--- config.mk ---
export PLATFORM = sky130hd
export DESIGN_NAME = vqnca_min_track
export DESIGN_NICKNAME = d
export VERILOG_FILES = /design/src/rtl/vqnca_pkg.sv /design/src/rtl/vqnca_min_track.sv
export SDC_FILE = /design/constraint.sdc
export NUM_CORES = 1
export LEC_CHECK = 0
export BUFFER_PORTS_ARGS = -buffer_cell sky130_fd_sc_hd__buf_2
export CAP_MARGIN = 10
export CELL_PAD_IN_SITES_DETAIL_PLACEMENT = 0
export CELL_PAD_IN_SITES_GLOBAL_PLACEMENT = 1
export CORE_AREA = 10 10 88 90
export DETAILED_ROUTE_END_ITERATION = 6
export DIE_AREA = 0 0 98 100
export GPL_TIMING_DRIVEN = 0
export PLACE_DENSITY = 0.76
export SYNTH_ARGS = -nofsm -noshare
export SYNTH_HDL_FRONTEND = slang
export SYNTH_SLANG_ARGS = --single-unit
--- constraint.sdc ---
create_clock -name clk -period 4.1 [get_ports clk]
set_input_delay 0.615 -clock clk [delete_from_list [all_inputs] [get_ports clk]]
set_output_delay 0.615 -clock clk [all_outputs]
set_load 0.05 [all_outputs]
--- src/rtl/vqnca_pkg.sv ---
// ----------------------------------------------------------------------------
// vqnca_pkg: shared types and constants
// Sizes, input kinds, register indexes and the distance token that moves
// along the cell chain.
// ----------------------------------------------------------------------------
package vqnca_pkg;

    localparam int CB_MAX     = 256;
    localparam int DIM_MAX    = 16;
    localparam int ELEM_BITS  = 16;

    localparam int IDX_W      = $clog2(CB_MAX);
    localparam int SIZE_W     = $clog2(CB_MAX + 1);
    localparam int ELEM_IDX_W = $clog2(DIM_MAX);
    localparam int DIM_W      = 5;
    localparam int DIST_W     = 31;
    localparam int DIFF_W     = ELEM_BITS + 1;
    localparam int SQ_W       = 2 * ELEM_BITS;

    localparam logic [DIST_W-1:0] DIST_SAT = {DIST_W{1'b1}};

    // input word kinds
    localparam logic [1:0] KIND_CW  = 2'd0;
    localparam logic [1:0] KIND_PT  = 2'd1;
    localparam logic [1:0] KIND_NEW = 2'd2;

    // register indexes
    localparam logic REG_DIMENSION     = 1'b0;
    localparam logic REG_CODEBOOK_SIZE = 1'b1;

    typedef struct packed {
        logic              valid;
        logic              last;
        logic [IDX_W-1:0]  idx;
        logic [DIST_W-1:0] sum;
    } token_t;

endpackage

--- src/rtl/vqnca_min_track.sv ---
// ----------------------------------------------------------------------------
// vqnca_min_track: running minimum over the chain's output tokens
// Strictly smaller wins; an equal distance wins only for the preferred index.
// ----------------------------------------------------------------------------
module vqnca_min_track (
    input  logic                              clk,
    input  logic                              rst_n,
    input  logic                              start,
    input  logic [vqnca_pkg::IDX_W-1:0]       pref_idx,
    input  vqnca_pkg::token_t                 tok,
    output logic [vqnca_pkg::IDX_W-1:0]       win_idx,
    output logic [vqnca_pkg::DIST_W-1:0]      win_dist,
    output logic                              done
);
    import vqnca_pkg::*;

    logic              first_reg;
    logic              done_reg;
    logic [IDX_W-1:0]  win_idx_reg;
    logic [DIST_W-1:0] best_reg;
    logic              take;

    assign take = tok.valid && (first_reg || (tok.sum < best_reg) ||
                  ((tok.sum == best_reg) && (tok.idx == pref_idx)));

    always_ff @(posedge clk or negedge rst_n)
    begin
        if (!rst_n)
        begin
            first_reg <= 1'b1;
            done_reg  <= 1'b0;
        end
        else
        begin
            done_reg <= tok.valid && tok.last;
            if (start)
            begin
                first_reg <= 1'b1;
            end
            else if (tok.valid)
            begin
                first_reg <= 1'b0;
            end
        end
    end

    always_ff @(posedge clk)
    begin
        if (take)
        begin
            best_reg    <= tok.sum;
            win_idx_reg <= tok.idx;
        end
    end

    assign win_idx  = win_idx_reg;
    assign win_dist = best_reg;
    assign done     = done_reg;

endmodule
=== Word-level counts from Yosys, hierarchy flattened ===
Index checks and enable logic that the tools add are counted.

* Bits in registers: 41
* Input port bits: 52
* Output and inout port bits: 40
* Word-level logic and storage cells: 15

* Order comparisons: 1
* Equality and inequality tests: 2
* Multiplexer cells: 2
* Reductions and logical operators: 6

{| class="wikitable"
|+ Operators with widths
! operator !! number
|-
| $eq A31 B31 Y1 || 1
|-
| $lt A31 B31 Y1 || 1
|-
| $eq A8 B8 Y1 || 1
|-
| $logic_and A1 B1 Y1 || 3
|-
| $logic_or A1 B1 Y1 || 2
|-
| $mux W1 || 2
|-
| $reduce_bool A2 Y1 || 1
|}

=== Logic depth before layout (Yosys ltp) ===
Gate-level depths: netlist (run 1).

* Word-level depth: 4
* Gate-level depth with buffers: 7
* Depth with buffers taken out: 7

=== Least setup slack after synthesis (run 1) ===
No wires, ideal clock.

* Path type: reg-to-reg
* Start point: reg best_reg[28], in the netlist win_dist[28]
* End point: reg best_reg[0], in the netlist win_dist[0], enable pin
* Library setup time: 0.446 ns
* Data arrival time: 3.505 ns
* Data required time: 3.654 ns
* Slack: 0.149 ns
* Cell stages (with the launch flop): 8
* Buffers on the path: 0
* Clock period less this slack: 3.951 ns
* Path through: edfxtp_1 -> inv_1 -> ha_1 -> a21o_1 -> a21o_1 -> a22oi_1 -> o211ai_1 -> o2bb2ai_1

* Word-level cells in the longest chain between the ends: 4
* Elaborated cells on any way between the ends: 6
* Those cells by class: order compare (1); eq/ne (1); reduce/logical (4)

{| class="wikitable"
|+ Ends and longest elaborated chain
! item !! RTL line !! text
|-
| start, declared || vqnca_min_track.sv:20 || <nowiki>logic [DIST_W-1:0] best_reg;</nowiki>
|-
| start signal, assigned || vqnca_min_track.sv:51 || <nowiki>best_reg <= tok.sum;</nowiki>
|-
| $lt A31 B31 Y1 or $eq A31 B31 Y1 (tied branches) || vqnca_min_track.sv:23, vqnca_min_track.sv:24 ||
|-
| $logic_or A1 B1 Y1 or $logic_and A1 B1 Y1 (tied branches) || vqnca_min_track.sv:23, vqnca_min_track.sv:24 ||
|-
| $logic_or A1 B1 Y1 * || vqnca_min_track.sv:23 || <nowiki>assign take = tok.valid && (first_reg || (tok.sum < best_reg) ||</nowiki>
|-
| $logic_and A1 B1 Y1 * || vqnca_min_track.sv:23 ||
|-
| net take || vqnca_min_track.sv:21 || <nowiki>logic take;</nowiki>
|}

Mark *: on every way through the listed nets, which the timed path passes. The rest lies on a longest branch.
A chain may end at the register's enable or synchronous reset.

=== Worst setup path in the final report (run 1) ===
* Start point: in tok[8] in the netlist's numbering
* End point: reg best_reg[14], in the netlist win_dist[14], enable pin

* Word-level cells in the longest chain between the ends: 4
* Elaborated cells on any way between the ends: 6
* Those cells by class: order compare (1); eq/ne (1); reduce/logical (4)

{| class="wikitable"
|+ Ends and longest elaborated chain
! item !! RTL line !! text
|-
| start, declared || vqnca_min_track.sv:10 || <nowiki>input vqnca_pkg::token_t tok,</nowiki>
|-
| $lt A31 B31 Y1 or $eq A31 B31 Y1 (tied branches) || vqnca_min_track.sv:23, vqnca_min_track.sv:24 ||
|-
| $logic_or A1 B1 Y1 or $logic_and A1 B1 Y1 (tied branches) || vqnca_min_track.sv:23, vqnca_min_track.sv:24 ||
|-
| $logic_or A1 B1 Y1 * || vqnca_min_track.sv:23 ||
|-
| $logic_and A1 B1 Y1 * || vqnca_min_track.sv:23 ||
|-
| net take || vqnca_min_track.sv:21 ||
|}

Marked as above.

==> impl_summary.log, run 1 <==
[metrics] CP Capture Type: register
[metrics] most numerous cell in the Yosys netlist: sky130_fd_sc_hd__edfxtp_1
[metrics] die width: 98 µm
[metrics] summed area of non-filler cells in the final layout: 2858 µm²
[metrics] measured slew at the worst slew-check pin: 0.7162 ns
[metrics] 1st-iter DRT viols: 61
[metrics] tightest slew margin relative to the limit: 52.18%
[metrics] share of synthesized cell area in full adder, half adder and majority cells: 18.25%
[metrics] CTS Sinks: 41
[metrics] status: completed
[metrics] routed wirelength normalized by instance count: 14.62 µm
[metrics] H-tree levels: 2
[metrics] fraction of the mapped netlist area in compound gates: 8.064%
[metrics] total count of hold-check failures in the final report: 0
[metrics] Residual DRC: 0
[metrics] simple logic cell fraction of the synthesized area: 7.063%
[metrics] data required time of the critical path: 4.10 ns
[metrics] combined area of the multi-input logic cells: 798.3 µm²
[metrics] number of filler cells placed in the layout: 607
[metrics] register clock-pin slew on the reported worst setup and hold paths: 0.08 ns
[metrics] Final period util: 63.68%
[metrics] gate count after technology mapping: 167
[metrics] mux contribution to synthesized area: 0%
[metrics] CP max FO: 21
[metrics] area delta synth->final: 34.43%
[metrics] top cells by count, synth: sky130_fd_sc_hd__edfxtp_1 (39), sky130_fd_sc_hd__inv_1 (33), sky130_fd_sc_hd__ha_1 (31)
[metrics] global-route congestion overflow total: 0
[metrics] die outline height: 100 µm
[metrics] wire length reported by the detailed router: 5028 µm
[metrics] DR vias/cell: 4.465
[metrics] total iterations of the first detailed-routing run: 4
[metrics] quantity of I/O buffers inserted on ports: 91
[metrics] Antenna diodes: 0
[metrics] Clock Path Buffers: 2
[metrics] number of storage elements in the synthesis netlist: 41
[metrics] Slowest cell on crit path: sky130_fd_sc_hd__o2bb2ai_4
[metrics] insertion delay to the later sink of the worst-skew pair: 0.30 ns
[metrics] Final Worst Setup Slack: 1.489 ns
[metrics] site row count: 29
[metrics] power density normalized to cell area: 431.3 nW/µm²
[metrics] main combinational cell family by area after synthesis: adder cells
[metrics] via count of the first global-routing pass: 1690
[metrics] Cell variety after synth: 27
[metrics] HPWL after DPL: 4285 µm
[metrics] number of nets in the layout: 349
[metrics] overall die area: 9800 µm²
[metrics] wire length of the first global-routing pass: 8300 µm
[metrics] area share of xor/xnor cells in the synthesized design: 3.296%
[metrics] TritonCTS clock tree: yes
[metrics] library cell occupying the most area in the post-synthesis netlist: sky130_fd_sc_hd__edfxtp_1
[metrics] number of flip-flops under the largest register name: 31
[metrics] area share of the leading cell type in the synthesized netlist: 55.09%
[metrics] setup violators final: 0
[metrics] count of instances resized after the clock tree is built: 0
[metrics] number of CTS-inserted buffers: 5
[metrics] net count of the mapped netlist: 250
[metrics] critical path data arrival time: 2.61 ns
[metrics] count of warnings emitted by yosys: 0
[metrics] critical-path cell list: buf_2 > ha_1 > a21oi_1 > o21ai_0 > a221oi_1 > a21oi_1 > o2bb2ai_4 > buf_16
[metrics] Leak: 1.409 nW
[metrics] total negative setup slack: 0 ns
[metrics] starting utilization of the core area: 34.67%
[metrics] final max-slew violation count: 0
[metrics] total vias in the final route: 1536
[metrics] Reg area: 1222 µm²
[metrics] proportion of layout cells with a drive suffix above 1: 39.33%
[metrics] CTS root buffer: sky130_fd_sc_hd__clkbuf_8
[metrics] Period minus WS final: 2.611 ns
[metrics] Main synth FF type: sky130_fd_sc_hd__edfxtp_1
[metrics] Slowest Stage Delay on Critical Path: 0.59 ns
[metrics] Total GRT Usage: 10.41%
[metrics] Seq/Total Area, Yosys: 57.50%
[metrics] worst clock skew: 0.01322 ns
[metrics] largest net degree at the start of global routing: 22
[metrics] minimum hold slack: 0.09990 ns
[metrics] Ports: 92
[metrics] count of buffers added by post-CTS timing repair for setup: 0
[metrics] setup repair after global routing missed its margin: false
[metrics] count of antenna-violating nets left after detailed routing: 0
[metrics] CTS hold repair buffers: 0
[metrics] Avg Synthesized Cell Area: 12.73 µm²
[metrics] core region area: 6132 µm²
[metrics] core occupancy in the finished layout: 46.60%
[metrics] fraction of registers with async set or reset after synthesis: 4.878%
[metrics] category of the worst setup path launch point: primary input
[metrics] upper clock frequency limit: 383.0 MHz
[metrics] Peak supply drop: 0.0001641 V
[metrics] Post-Syn Area: 2126 µm²
[metrics] start-to-end type of the worst setup path: primary input to register
[metrics] max-cap viol count: 0
[metrics] number of enable-type register cells in the synthesized netlist: 39
[metrics] final RePlAce weighted congestion: 0.6978
[metrics] standard cell area after detailed placement: 2724 µm²
[metrics] initial antenna violation count: 0
[metrics] cell occurring most often along the worst timing path: sky130_fd_sc_hd__a21oi_1
[metrics] top cells by area, synth: sky130_fd_sc_hd__edfxtp_1 (55%), sky130_fd_sc_hd__ha_1 (18%), sky130_fd_sc_hd__inv_1 (5.8%)
[metrics] setup slack after placement: 1.095 ns
[metrics] Worst Hold Class: primary input to async pin
==> path summary, 6_finish.rpt <==
| path | startpoint | endpoint | slack (ns) | cells after the start |
|---|---|---|---|---|
| max | tok[8] | win_dist[14]$_DFFE_PP_ | 1.49 | 8 |
| min | rst_n | done$_DFF_PN0_ | 0.1 | 1 |
| max reg2reg | win_dist[13]$_DFFE_PP_ | win_dist[14]$_DFFE_PP_ | 1.54 | 8 |
| min reg2reg | first_reg$_DFFE_PN1P_ | first_reg$_DFFE_PN1P_ | 0.51 | 1 |
| max in group asynchronous | rst_n | first_reg$_DFFE_PN1P_ | 3.81 | 1 |
| min in group clk | start | first_reg$_DFFE_PN1P_ | 0.50 | 2 |
==> placed cells by master, fill, tap and decap left out, types with 2 or more instances in the layout <==
cell and n:
sky130_fd_sc_hd__buf_2 91, sky130_fd_sc_hd__edfxtp_1 39, sky130_fd_sc_hd__inv_1 33, sky130_fd_sc_hd__ha_1 31
sky130_fd_sc_hd__a21oi_1 13, sky130_fd_sc_hd__xor2_1 8, sky130_fd_sc_hd__nand4_1 6, sky130_fd_sc_hd__nand2_1 6
sky130_fd_sc_hd__o21ai_0 5, sky130_fd_sc_hd__clkbuf_8 5, sky130_fd_sc_hd__nor2_1 3, sky130_fd_sc_hd__a21o_1 3
sky130_fd_sc_hd__nor3_1 2, sky130_fd_sc_hd__nand3_1 2, sky130_fd_sc_hd__nor4_1 2, sky130_fd_sc_hd__bufinv_16 2
==> kinds of logic after synthesis <==
group | Yosys count
compound gates | 28
xor+xnor | 8
fa+ha+maj | 31
buf+inv | 33
flops | 41
simple gates | 26
==> power breakdown <==
part,total [mW],switching (mW),internal (mW)
Clock,0.385,0.143,0.242
Sequential,0.522,0.0148,0.507
Combinational,0.326,0.230,0.0953
==> area by class of cell <==
type | instances | share of cell area (%)
clock buffers | 5 | 2.408
clock inverters | 3 | 2.277
flip-flops and latches | 41 | 42.78
multi-input cells | 93 | 27.93
repair buffers | 92 | 16.90
well taps | 77 | 3.371
inverters | 33 | 4.335
==> worst max-delay path, delay by kind of cell <==
family                   cells  cell delay (ns)
AO/OA/AOI/OAI                5             1.33
adder cells (fa/ha/maj)      1             0.30
buffers and inverters        2             0.34
==> stage by stage <==
step / std cells / power, mW
3_5_place_dp: 336 / 0.8639
5_1_grt: 344 / 1.305
2_1_floorplan: 167 / 0.7584
4_1_cts: 344 / 1.255
3_3_place_gp: 335 / 0.8519
6_report: 344 / 1.233
==> per-layer routing <==
layer,share of wire [%],GRT usage [%],up-vias
li1,-,-,801
met3,7.5,3.709,4
met4,1.3,4.027,0
met5,0,0,-
met1,44,13.01,675
met2,47,16.09,56
No activity file was read; power rests on OpenSTA's default activity.
==> inputs of run 2 (changes only) <==
ABC_AREA = 1   (was unset)
CORE_AREA = 10 10 97 99   (was 10 10 88 90)
DIE_AREA = 0 0 107 109   (was 0 0 98 100)
PLACE_DENSITY = 0.72   (was 0.76)
clock period = 2.4 ns   (was 4.1 ns; I/O delays follow)
==> run 2 against run 1 <==
  * Worst hold slack better by 0.15 ns
  * Global-route usage fell by 0.80 points
  * Register-to-register slack lost 1.2 ns
  * Clock power is 24% higher
==> impl_summary.log, run 2 <==
[metrics] count of warnings emitted by yosys: 0
[metrics] CP Capture Type: register
[metrics] Period minus WS final: 2.046 ns
[metrics] start-to-end type of the worst setup path: register to register
[metrics] count of instances resized after the clock tree is built: 0
[metrics] Slowest cell on crit path: sky130_fd_sc_hd__edfxtp_1
[metrics] CTS Sinks: 41
[metrics] Hold Path End: first_reg$_DFFE_PN1P_
[metrics] Peak supply drop: 0.0002093 V
[metrics] max-cap viol count: 0
[metrics] main combinational cell family by area after synthesis: adder cells
[metrics] Clock Path Buffers: 2
[metrics] global-route congestion overflow total: 0
[metrics] Slowest Stage Delay on Critical Path: 0.40 ns
[metrics] min-delay src: tok[40]
[metrics] simple logic cell fraction of the synthesized area: 16.20%
[metrics] proportion of layout cells with a drive suffix above 1: 32.76%
[metrics] critical-path cell list: inv_1 > ha_1 > nand2_1 > inv_1 > a21oi_1 > nand2_1 > nand2_1 > nand2_1 > nand2_1 > nand2_1 > a21oi_4 > buf_12
[metrics] top cells by area, synth: sky130_fd_sc_hd__edfxtp_1 (50%), sky130_fd_sc_hd__ha_1 (17%), sky130_fd_sc_hd__nand2_1 (10%)
[metrics] CP max FO: 23
[metrics] largest net degree at the start of global routing: 24
[metrics] register clock-pin slew on the reported worst setup and hold paths: 0.08 ns
[metrics] area delta synth->final: 31.87%
[metrics] minimum hold slack: 0.2467 ns
[metrics] number of CTS-inserted buffers: 5
[metrics] Antenna diodes: 0
[metrics] most used cells in the layout excluding fill and tap cells: sky130_fd_sc_hd__buf_2 (91), sky130_fd_sc_hd__nand2_1 (64), sky130_fd_sc_hd__inv_1 (61), sky130_fd_sc_hd__edfxtp_1 (39), sky130_fd_sc_hd__ha_1 (30)
[metrics] data required time of the critical path: 2.40 ns
[metrics] net count of the mapped netlist: 327
[metrics] number of storage elements in the synthesis netlist: 41
[metrics] count of antenna-violating nets left after detailed routing: 0
[metrics] reg-to-reg critical path startpoint: win_dist[5]$_DFFE_PP_
[metrics] share of synthesized cell area in full adder, half adder and majority cells: 16.58%
[metrics] insertion delay to the later sink of the worst-skew pair: 0.29 ns
[metrics] top cells by count, synth: sky130_fd_sc_hd__nand2_1 (64), sky130_fd_sc_hd__inv_1 (63), sky130_fd_sc_hd__edfxtp_1 (39)
[metrics] total iterations of the first detailed-routing run: 4
[metrics] Worst Hold Class: primary input to register
[metrics] tightest slew margin relative to the limit: 81.98%
[metrics] number of enable-type register cells in the synthesized netlist: 39
[metrics] measured slew at the worst slew-check pin: 0.2722 ns
[metrics] worst flop-to-flop path endpoint: win_dist[7]$_DFFE_PP_
[metrics] library cell occupying the most area in the post-synthesis netlist: sky130_fd_sc_hd__edfxtp_1
[metrics] core occupancy in the finished layout: 40.99%
[metrics] fraction of the mapped netlist area in compound gates: 3.797%
[metrics] routed wirelength normalized by instance count: 11.91 µm
[metrics] upper clock frequency limit: 488.7 MHz
[metrics] initial antenna violation count: 1
[metrics] Final period util: 85.27%
[metrics] final max-slew violation count: 0
[metrics] worst reg-to-reg setup slack: 0.35 ns
[metrics] starting utilization of the core area: 31.08%
[metrics] final RePlAce weighted congestion: 0.6770
[metrics] proportion of power drawn by flip-flops and latches: 47.7%
[metrics] worst clock skew: 0.01058 ns
[metrics] TritonCTS clock tree: yes
[metrics] CTS root buffer: sky130_fd_sc_hd__clkbuf_8
[metrics] power density normalized to cell area: 583.8 nW/µm²
[metrics] critical path data arrival time: 2.05 ns
[metrics] net switching fraction of the power: 32.19%
[metrics] net switching power of the design: 0.5798 mW
[metrics] number of nets in the layout: 430
[metrics] overall die area: 11660 µm²
[metrics] number of cells on the worst hold path: 2
[metrics] mux contribution to synthesized area: 0%
[metrics] HPWL after DPL: 4470 µm
[metrics] fraction of registers with async set or reset after synthesis: 4.878%
[metrics] Leak: 1.685 nW
[metrics] Seq/Total Area, Yosys: 52.25%
[metrics] cell occurring most often along the worst timing path: sky130_fd_sc_hd__nand2_1
[metrics] quantity of I/O buffers inserted on ports: 91
[metrics] clock share of power: 26.6%
[metrics] Ports: 92
[metrics] DR vias/cell: 3.998
[metrics] number of flip-flops under the largest register name: 31
[metrics] area share of the leading cell type in the synthesized netlist: 50.05%
[metrics] most common cell after layout, fill and taps aside: sky130_fd_sc_hd__buf_2
[metrics] die width: 107 µm
[metrics] die outline height: 109 µm
[metrics] status: completed
[metrics] total vias in the final route: 1799
[metrics] wire length reported by the detailed router: 5361 µm
[metrics] setup violators final: 0
[metrics] area share of xor/xnor cells in the synthesized design: 0.7487%
[metrics] Post-Syn Area: 2340 µm²
[metrics] core region area: 7527 µm²
[metrics] Cell variety after synth: 21
[metrics] site row count: 32
[metrics] total negative setup slack: 0 ns
[metrics] part of the power in combinational logic: 25.8%
[metrics] Avg Synthesized Cell Area: 9.589 µm²
[metrics] Residual DRC: 0
[metrics] Main synth FF type: sky130_fd_sc_hd__edfxtp_1
[metrics] wire length of the first global-routing pass: 8935 µm
[metrics] category of the worst setup path launch point: register
[metrics] total count of hold-check failures in the final report: 0
[metrics] internal power of the cells: 1.222 mW
[metrics] R2R depth: 12
[metrics] 1st-iter DRT viols: 36
[metrics] most numerous cell in the Yosys netlist: sky130_fd_sc_hd__nand2_1
[metrics] gate count after technology mapping: 244
[metrics] via count of the first global-routing pass: 1924
[metrics] Total GRT Usage: 9.609%
[metrics] H-tree levels: 2
[metrics] setup repair after global routing missed its margin: false
==> run 2: area by class of cell <==
class / count / area (µm²)
flip-flops and latches: 41 / 1222
repair buffers: 96 / 508.0
well taps: 102 / 127.6
multi-input cells: 138 / 893.4
inverters: 65 / 244.0
fillers: 811 / 4442
clock buffers: 8 / 90.09
==> run 2: worst max-delay path by stage <==
stage                                 startpoint                    end  depth (start not counted)
after floorplan           win_dist[22]$_DFFE_PP_  win_dist[0]$_DFFE_PP_                         12
after global placement                   tok[22]   win_idx[1]$_DFFE_PP_                         12
after detailed placement                 tok[22]   win_idx[0]$_DFFE_PP_                         13
after CTS                 win_dist[22]$_DFFE_PP_  win_dist[8]$_DFFE_PP_                         13
after global routing       win_dist[6]$_DFFE_PP_  win_dist[7]$_DFFE_PP_                         12
final                      win_dist[5]$_DFFE_PP_  win_dist[7]$_DFFE_PP_                         12
==> run 2: repair_timing <==
item | in CTS | in global routing
hold buffers | 1 | 0
setup buffers | 3 | 0
endpoints found under the hold margin | 2 | 0
endpoints found under the setup margin | 23 | 0
==> run 2: critical path: cells and delay by family, from the launching register on <==
kind | cells | cell delay [ns]
fa+ha+maj | 1 | 0.23
buf+inv | 3 | 0.32
compound gates | 2 | 0.36
flops | 1 | 0.40
simple gates | 6 | 0.42
==> run 2: metal layers <==
metal | GRT usage [%] | routed length (µm) | vias to the layer above
met3 | 4.484 | 443 | 6
met2 | 15.14 | 2352 | 60
li1 | - | - | 973
met4 | 4.062 | 79 | 2
met1 | 11.05 | 2478 | 758
met5 | 0 | 7 | -
==> run 2: logic make-up (layout without fill, tap and decap cells) <==
logic type,count (synthesis),after routing
buffers and inverters,65,169
AND/OR/NAND/NOR,90,90
AO/OA/AOI/OAI,15,15
adder cells (fa/ha/maj),31,31
XOR/XNOR,2,2
flip-flops,41,41
==> run 2: power by group through the flow <==
stage | registers, mW | clock network (mW) | logic (mW)
3_5_place_dp | 0.876 | 0 | 0.466
2_1_floorplan | 1.03 | 0 | 0.164
3_3_place_gp | 0.875 | 0 | 0.455
4_1_cts | 0.859 | 0.504 | 0.475
5_1_grt | 0.865 | 0.534 | 0.524
6_report | 0.858 | 0.479 | 0.464
==> run 2: through the flow <==
step / instances / worst slack [ns] / area (µm²) / total power [mW]
3_3_place_gp: 437 / -0.5171 / 2943 / 1.330
6_report: 450 / 0.3536 / 3085 / 1.801
4_1_cts: 450 / 0.3129 / 3085 / 1.838
3_5_place_dp: 438 / -0.1772 / 2963 / 1.342
5_1_grt: 450 / 0.09787 / 3085 / 1.923
2_1_floorplan: 244 / -0.2356 / 2360 / 1.198
==> inputs of run 3 (changes only) <==
CORE_AREA = 10 10 92 94   (was 10 10 97 99)
DIE_AREA = 0 0 102 104   (was 0 0 107 109)
PLACE_DENSITY = 0.77   (was 0.72)
clock period = 2 ns   (was 2.4 ns; I/O delays follow)
==> run 3 against run 2 <==
  * The flow now finishes with violations (negative setup slack)
  * Non-clock buffer count up 2
  * Die area fell by 9.0%
  * Worst hold slack worse by 0.065 ns
  * Total power up 24%
  * First-iteration DRC count rose by 33%
  * Cell count is 4.2% lower
  * Sequential power grew 20%
==> impl_summary.log, run 3 (synthesis gave the netlist of run 2 again) <==
[metrics] status: complete, but fails checks
[metrics] failing checks: negative setup slack
[metrics] register clock-pin slew on the reported worst setup and hold paths: 0.08 ns
[metrics] worst clock skew: 0.003429 ns
[metrics] total iterations of the first detailed-routing run: 4
[metrics] number of nets in the layout: 432
[metrics] Leak: 1.718 nW
[metrics] Clock Path Buffers: 2
[metrics] CTS root buffer: sky130_fd_sc_hd__clkbuf_8
[metrics] TritonCTS clock tree: yes
[metrics] 1st-iter DRT viols: 48
[metrics] critical-path cell list: inv_1 > ha_1 > nand2_1 > inv_1 > nand2_1 > nand2_1 > a21oi_2 > nand2_2 > nand2_2 > nand2_2 > a21oi_4 > buf_6 > clkbuf_16
[metrics] proportion of power drawn by flip-flops and latches: 46.0%
[metrics] wire length of the first global-routing pass: 8721 µm
[metrics] Final Worst Setup Slack: -0.03763 ns
[metrics] upper clock frequency limit: 490.8 MHz
[metrics] count of antenna-violating nets left after detailed routing: 0
[metrics] Slowest Stage Delay on Critical Path: 0.39 ns
[metrics] number of flip-flops under the largest register name: 31
[metrics] largest net degree at the start of global routing: 17
[metrics] insertion delay to the later sink of the worst-skew pair: 0.29 ns
[metrics] area delta synth->final: 38.24%
[metrics] die width: 102 µm
[metrics] via count of the first global-routing pass: 1866
[metrics] starting utilization of the core area: 35.02%
[metrics] standard cell area after detailed placement: 2943 µm²
[metrics] H-tree levels: 2
[metrics] critical path data arrival time: 2.05 ns
[metrics] measured slew at the worst slew-check pin: 0.2781 ns
[metrics] die outline height: 104 µm
[metrics] net switching power of the design: 0.7180 mW
[metrics] total negative setup slack: -0.4261 ns
[metrics] tightest slew margin relative to the limit: 81.59%
[metrics] Period minus WS final: 2.038 ns
[metrics] Ports: 92
[metrics] Reg area: 1222 µm²
[metrics] data required time of the critical path: 2.01 ns
[metrics] total count of hold-check failures in the final report: 0
[metrics] net switching fraction of the power: 32.02%
[metrics] clock share of power: 27.0%
[metrics] core region area: 6681 µm²
[metrics] summed area of non-filler cells in the final layout: 3234 µm²
[metrics] CTS Sinks: 41
[metrics] site row count: 30
[metrics] setup slack after placement: -0.5335 ns
[metrics] Slowest cell on crit path: sky130_fd_sc_hd__edfxtp_1
[metrics] quantity of I/O buffers inserted on ports: 91
[metrics] routed wirelength normalized by instance count: 12.76 µm
[metrics] overall die area: 10610 µm²
[metrics] category of the worst setup path launch point: register
[metrics] combined area of the multi-input logic cells: 1012 µm²
[metrics] most used cells in the layout excluding fill and tap cells: sky130_fd_sc_hd__buf_2 (91), sky130_fd_sc_hd__inv_1 (61), sky130_fd_sc_hd__nand2_1 (58), sky130_fd_sc_hd__edfxtp_1 (39), sky130_fd_sc_hd__ha_1 (24)
[metrics] final RePlAce weighted congestion: 0.7005
[metrics] DR vias/cell: 4.278
[metrics] number of filler cells placed in the layout: 660
[metrics] Finished Layout Cells: 431
[metrics] max-cap viol count: 0
[metrics] proportion of layout cells with a drive suffix above 1: 38.57%
[metrics] CP Capture Type: register
[metrics] HPWL after DPL: 4446 µm
[metrics] setup violators final: 16
[metrics] wire length reported by the detailed router: 5501 µm
[metrics] Placed Cells incl. Taps: 416
[metrics] part of the power in combinational logic: 27.1%
[metrics] setup repair after global routing missed its margin: true
[metrics] start-to-end type of the worst setup path: register to register
[metrics] Worst Hold Class: primary input to register
[metrics] power density normalized to cell area: 693.3 nW/µm²
[metrics] final max-slew violation count: 0
[metrics] internal power of the cells: 1.524 mW
[metrics] global-route congestion overflow total: 0
[metrics] Total GRT Usage: 10.32%
[metrics] CP max FO: 8
[metrics] Residual DRC: 0
[metrics] Power, Total: 2.242 mW
[metrics] total vias in the final route: 1844
[metrics] initial antenna violation count: 1
[metrics] Final period util: 101.9%
[metrics] Peak supply drop: 0.0002672 V
[metrics] number of CTS-inserted buffers: 5
[metrics] most common cell after layout, fill and taps aside: sky130_fd_sc_hd__buf_2
run 3: changes by cell type in the layout (fill, tap and decap cells not counted), sizes merged:
cell    previous run  this run
clkinv             0         1
buf               95        96
diode              0         1
run 3: area by class of cell:
class	instances	share of cell area [%]
flip-flops and latches	41	37.79
multi-input cells	138	31.30
repair buffers	98	17.06
inverters	65	7.544
well taps	80	3.095
clock buffers	7	2.979
clock inverters	1	0.1547
diodes	1	0.07737
run 3: metal layers:
layer	share of wire [%]	up-vias	global-route usage, %	wire length (µm)
met5	0	-	0	0
met4	1.4	0	4.234	77
met3	9.4	5	3.721	519
met2	46	60	16.07	2509
met1	44	801	12.46	2394
li1	-	978	-	-
run 3: worst max-delay path: cells and delay by family (launching register included):
kind | cells | cell delay (ns)
DFF | 1 | 0.39
AOI/OAI and AO/OA | 2 | 0.35
buffers and inverters | 4 | 0.40
adders and majority gates | 1 | 0.23
and+or+nand+nor | 6 | 0.40
run 3: through the flow:
stage / util (%) / hold slack [ns]
floorplan: - / 0.004409
global placement: 43.63 / 0.08558
detailed placement: 44.04 / 0.08708
CTS: 46.99 / 0.1698
global route: 48.37 / 0.1623
finish: 48.41 / 0.1817
run 3: repair_timing:
item                                    in CTS  in global routing
hold buffers                                 1                  0
cloned                                       1                  1
setup buffers                                4                  1
hold endpoints to repair                     2                  0
resized for setup                            6                 17
pin swaps                                    1                 15
endpoints found under the setup margin      39                 39
run 3: power by group through the flow:
stage	clock (mW)	combinational, mW	sequential, mW
2_1_floorplan	0	0.197	1.24
3_5_place_dp	0	0.558	1.05
6_report	0.605	0.607	1.03
5_1_grt	0.677	0.673	1.04
3_3_place_gp	0	0.544	1.05
4_1_cts	0.641	0.593	1.03
run 3: final timing paths:
path	startpoint	to	slack, ns	cells after the start
max	win_dist[10]$_DFFE_PP_	win_dist[18]$_DFFE_PP_	-0.04	13
min	tok[40]	first_reg$_DFFE_PN1P_	0.18	2
max reg2reg	win_dist[10]$_DFFE_PP_	win_dist[18]$_DFFE_PP_	-0.04	13
min reg2reg	first_reg$_DFFE_PN1P_	first_reg$_DFFE_PN1P_	0.49	2
max in group asynchronous	rst_n	first_reg$_DFFE_PN1P_	1.47	2
min in group asynchronous	rst_n	done$_DFF_PN0_	0.34	2
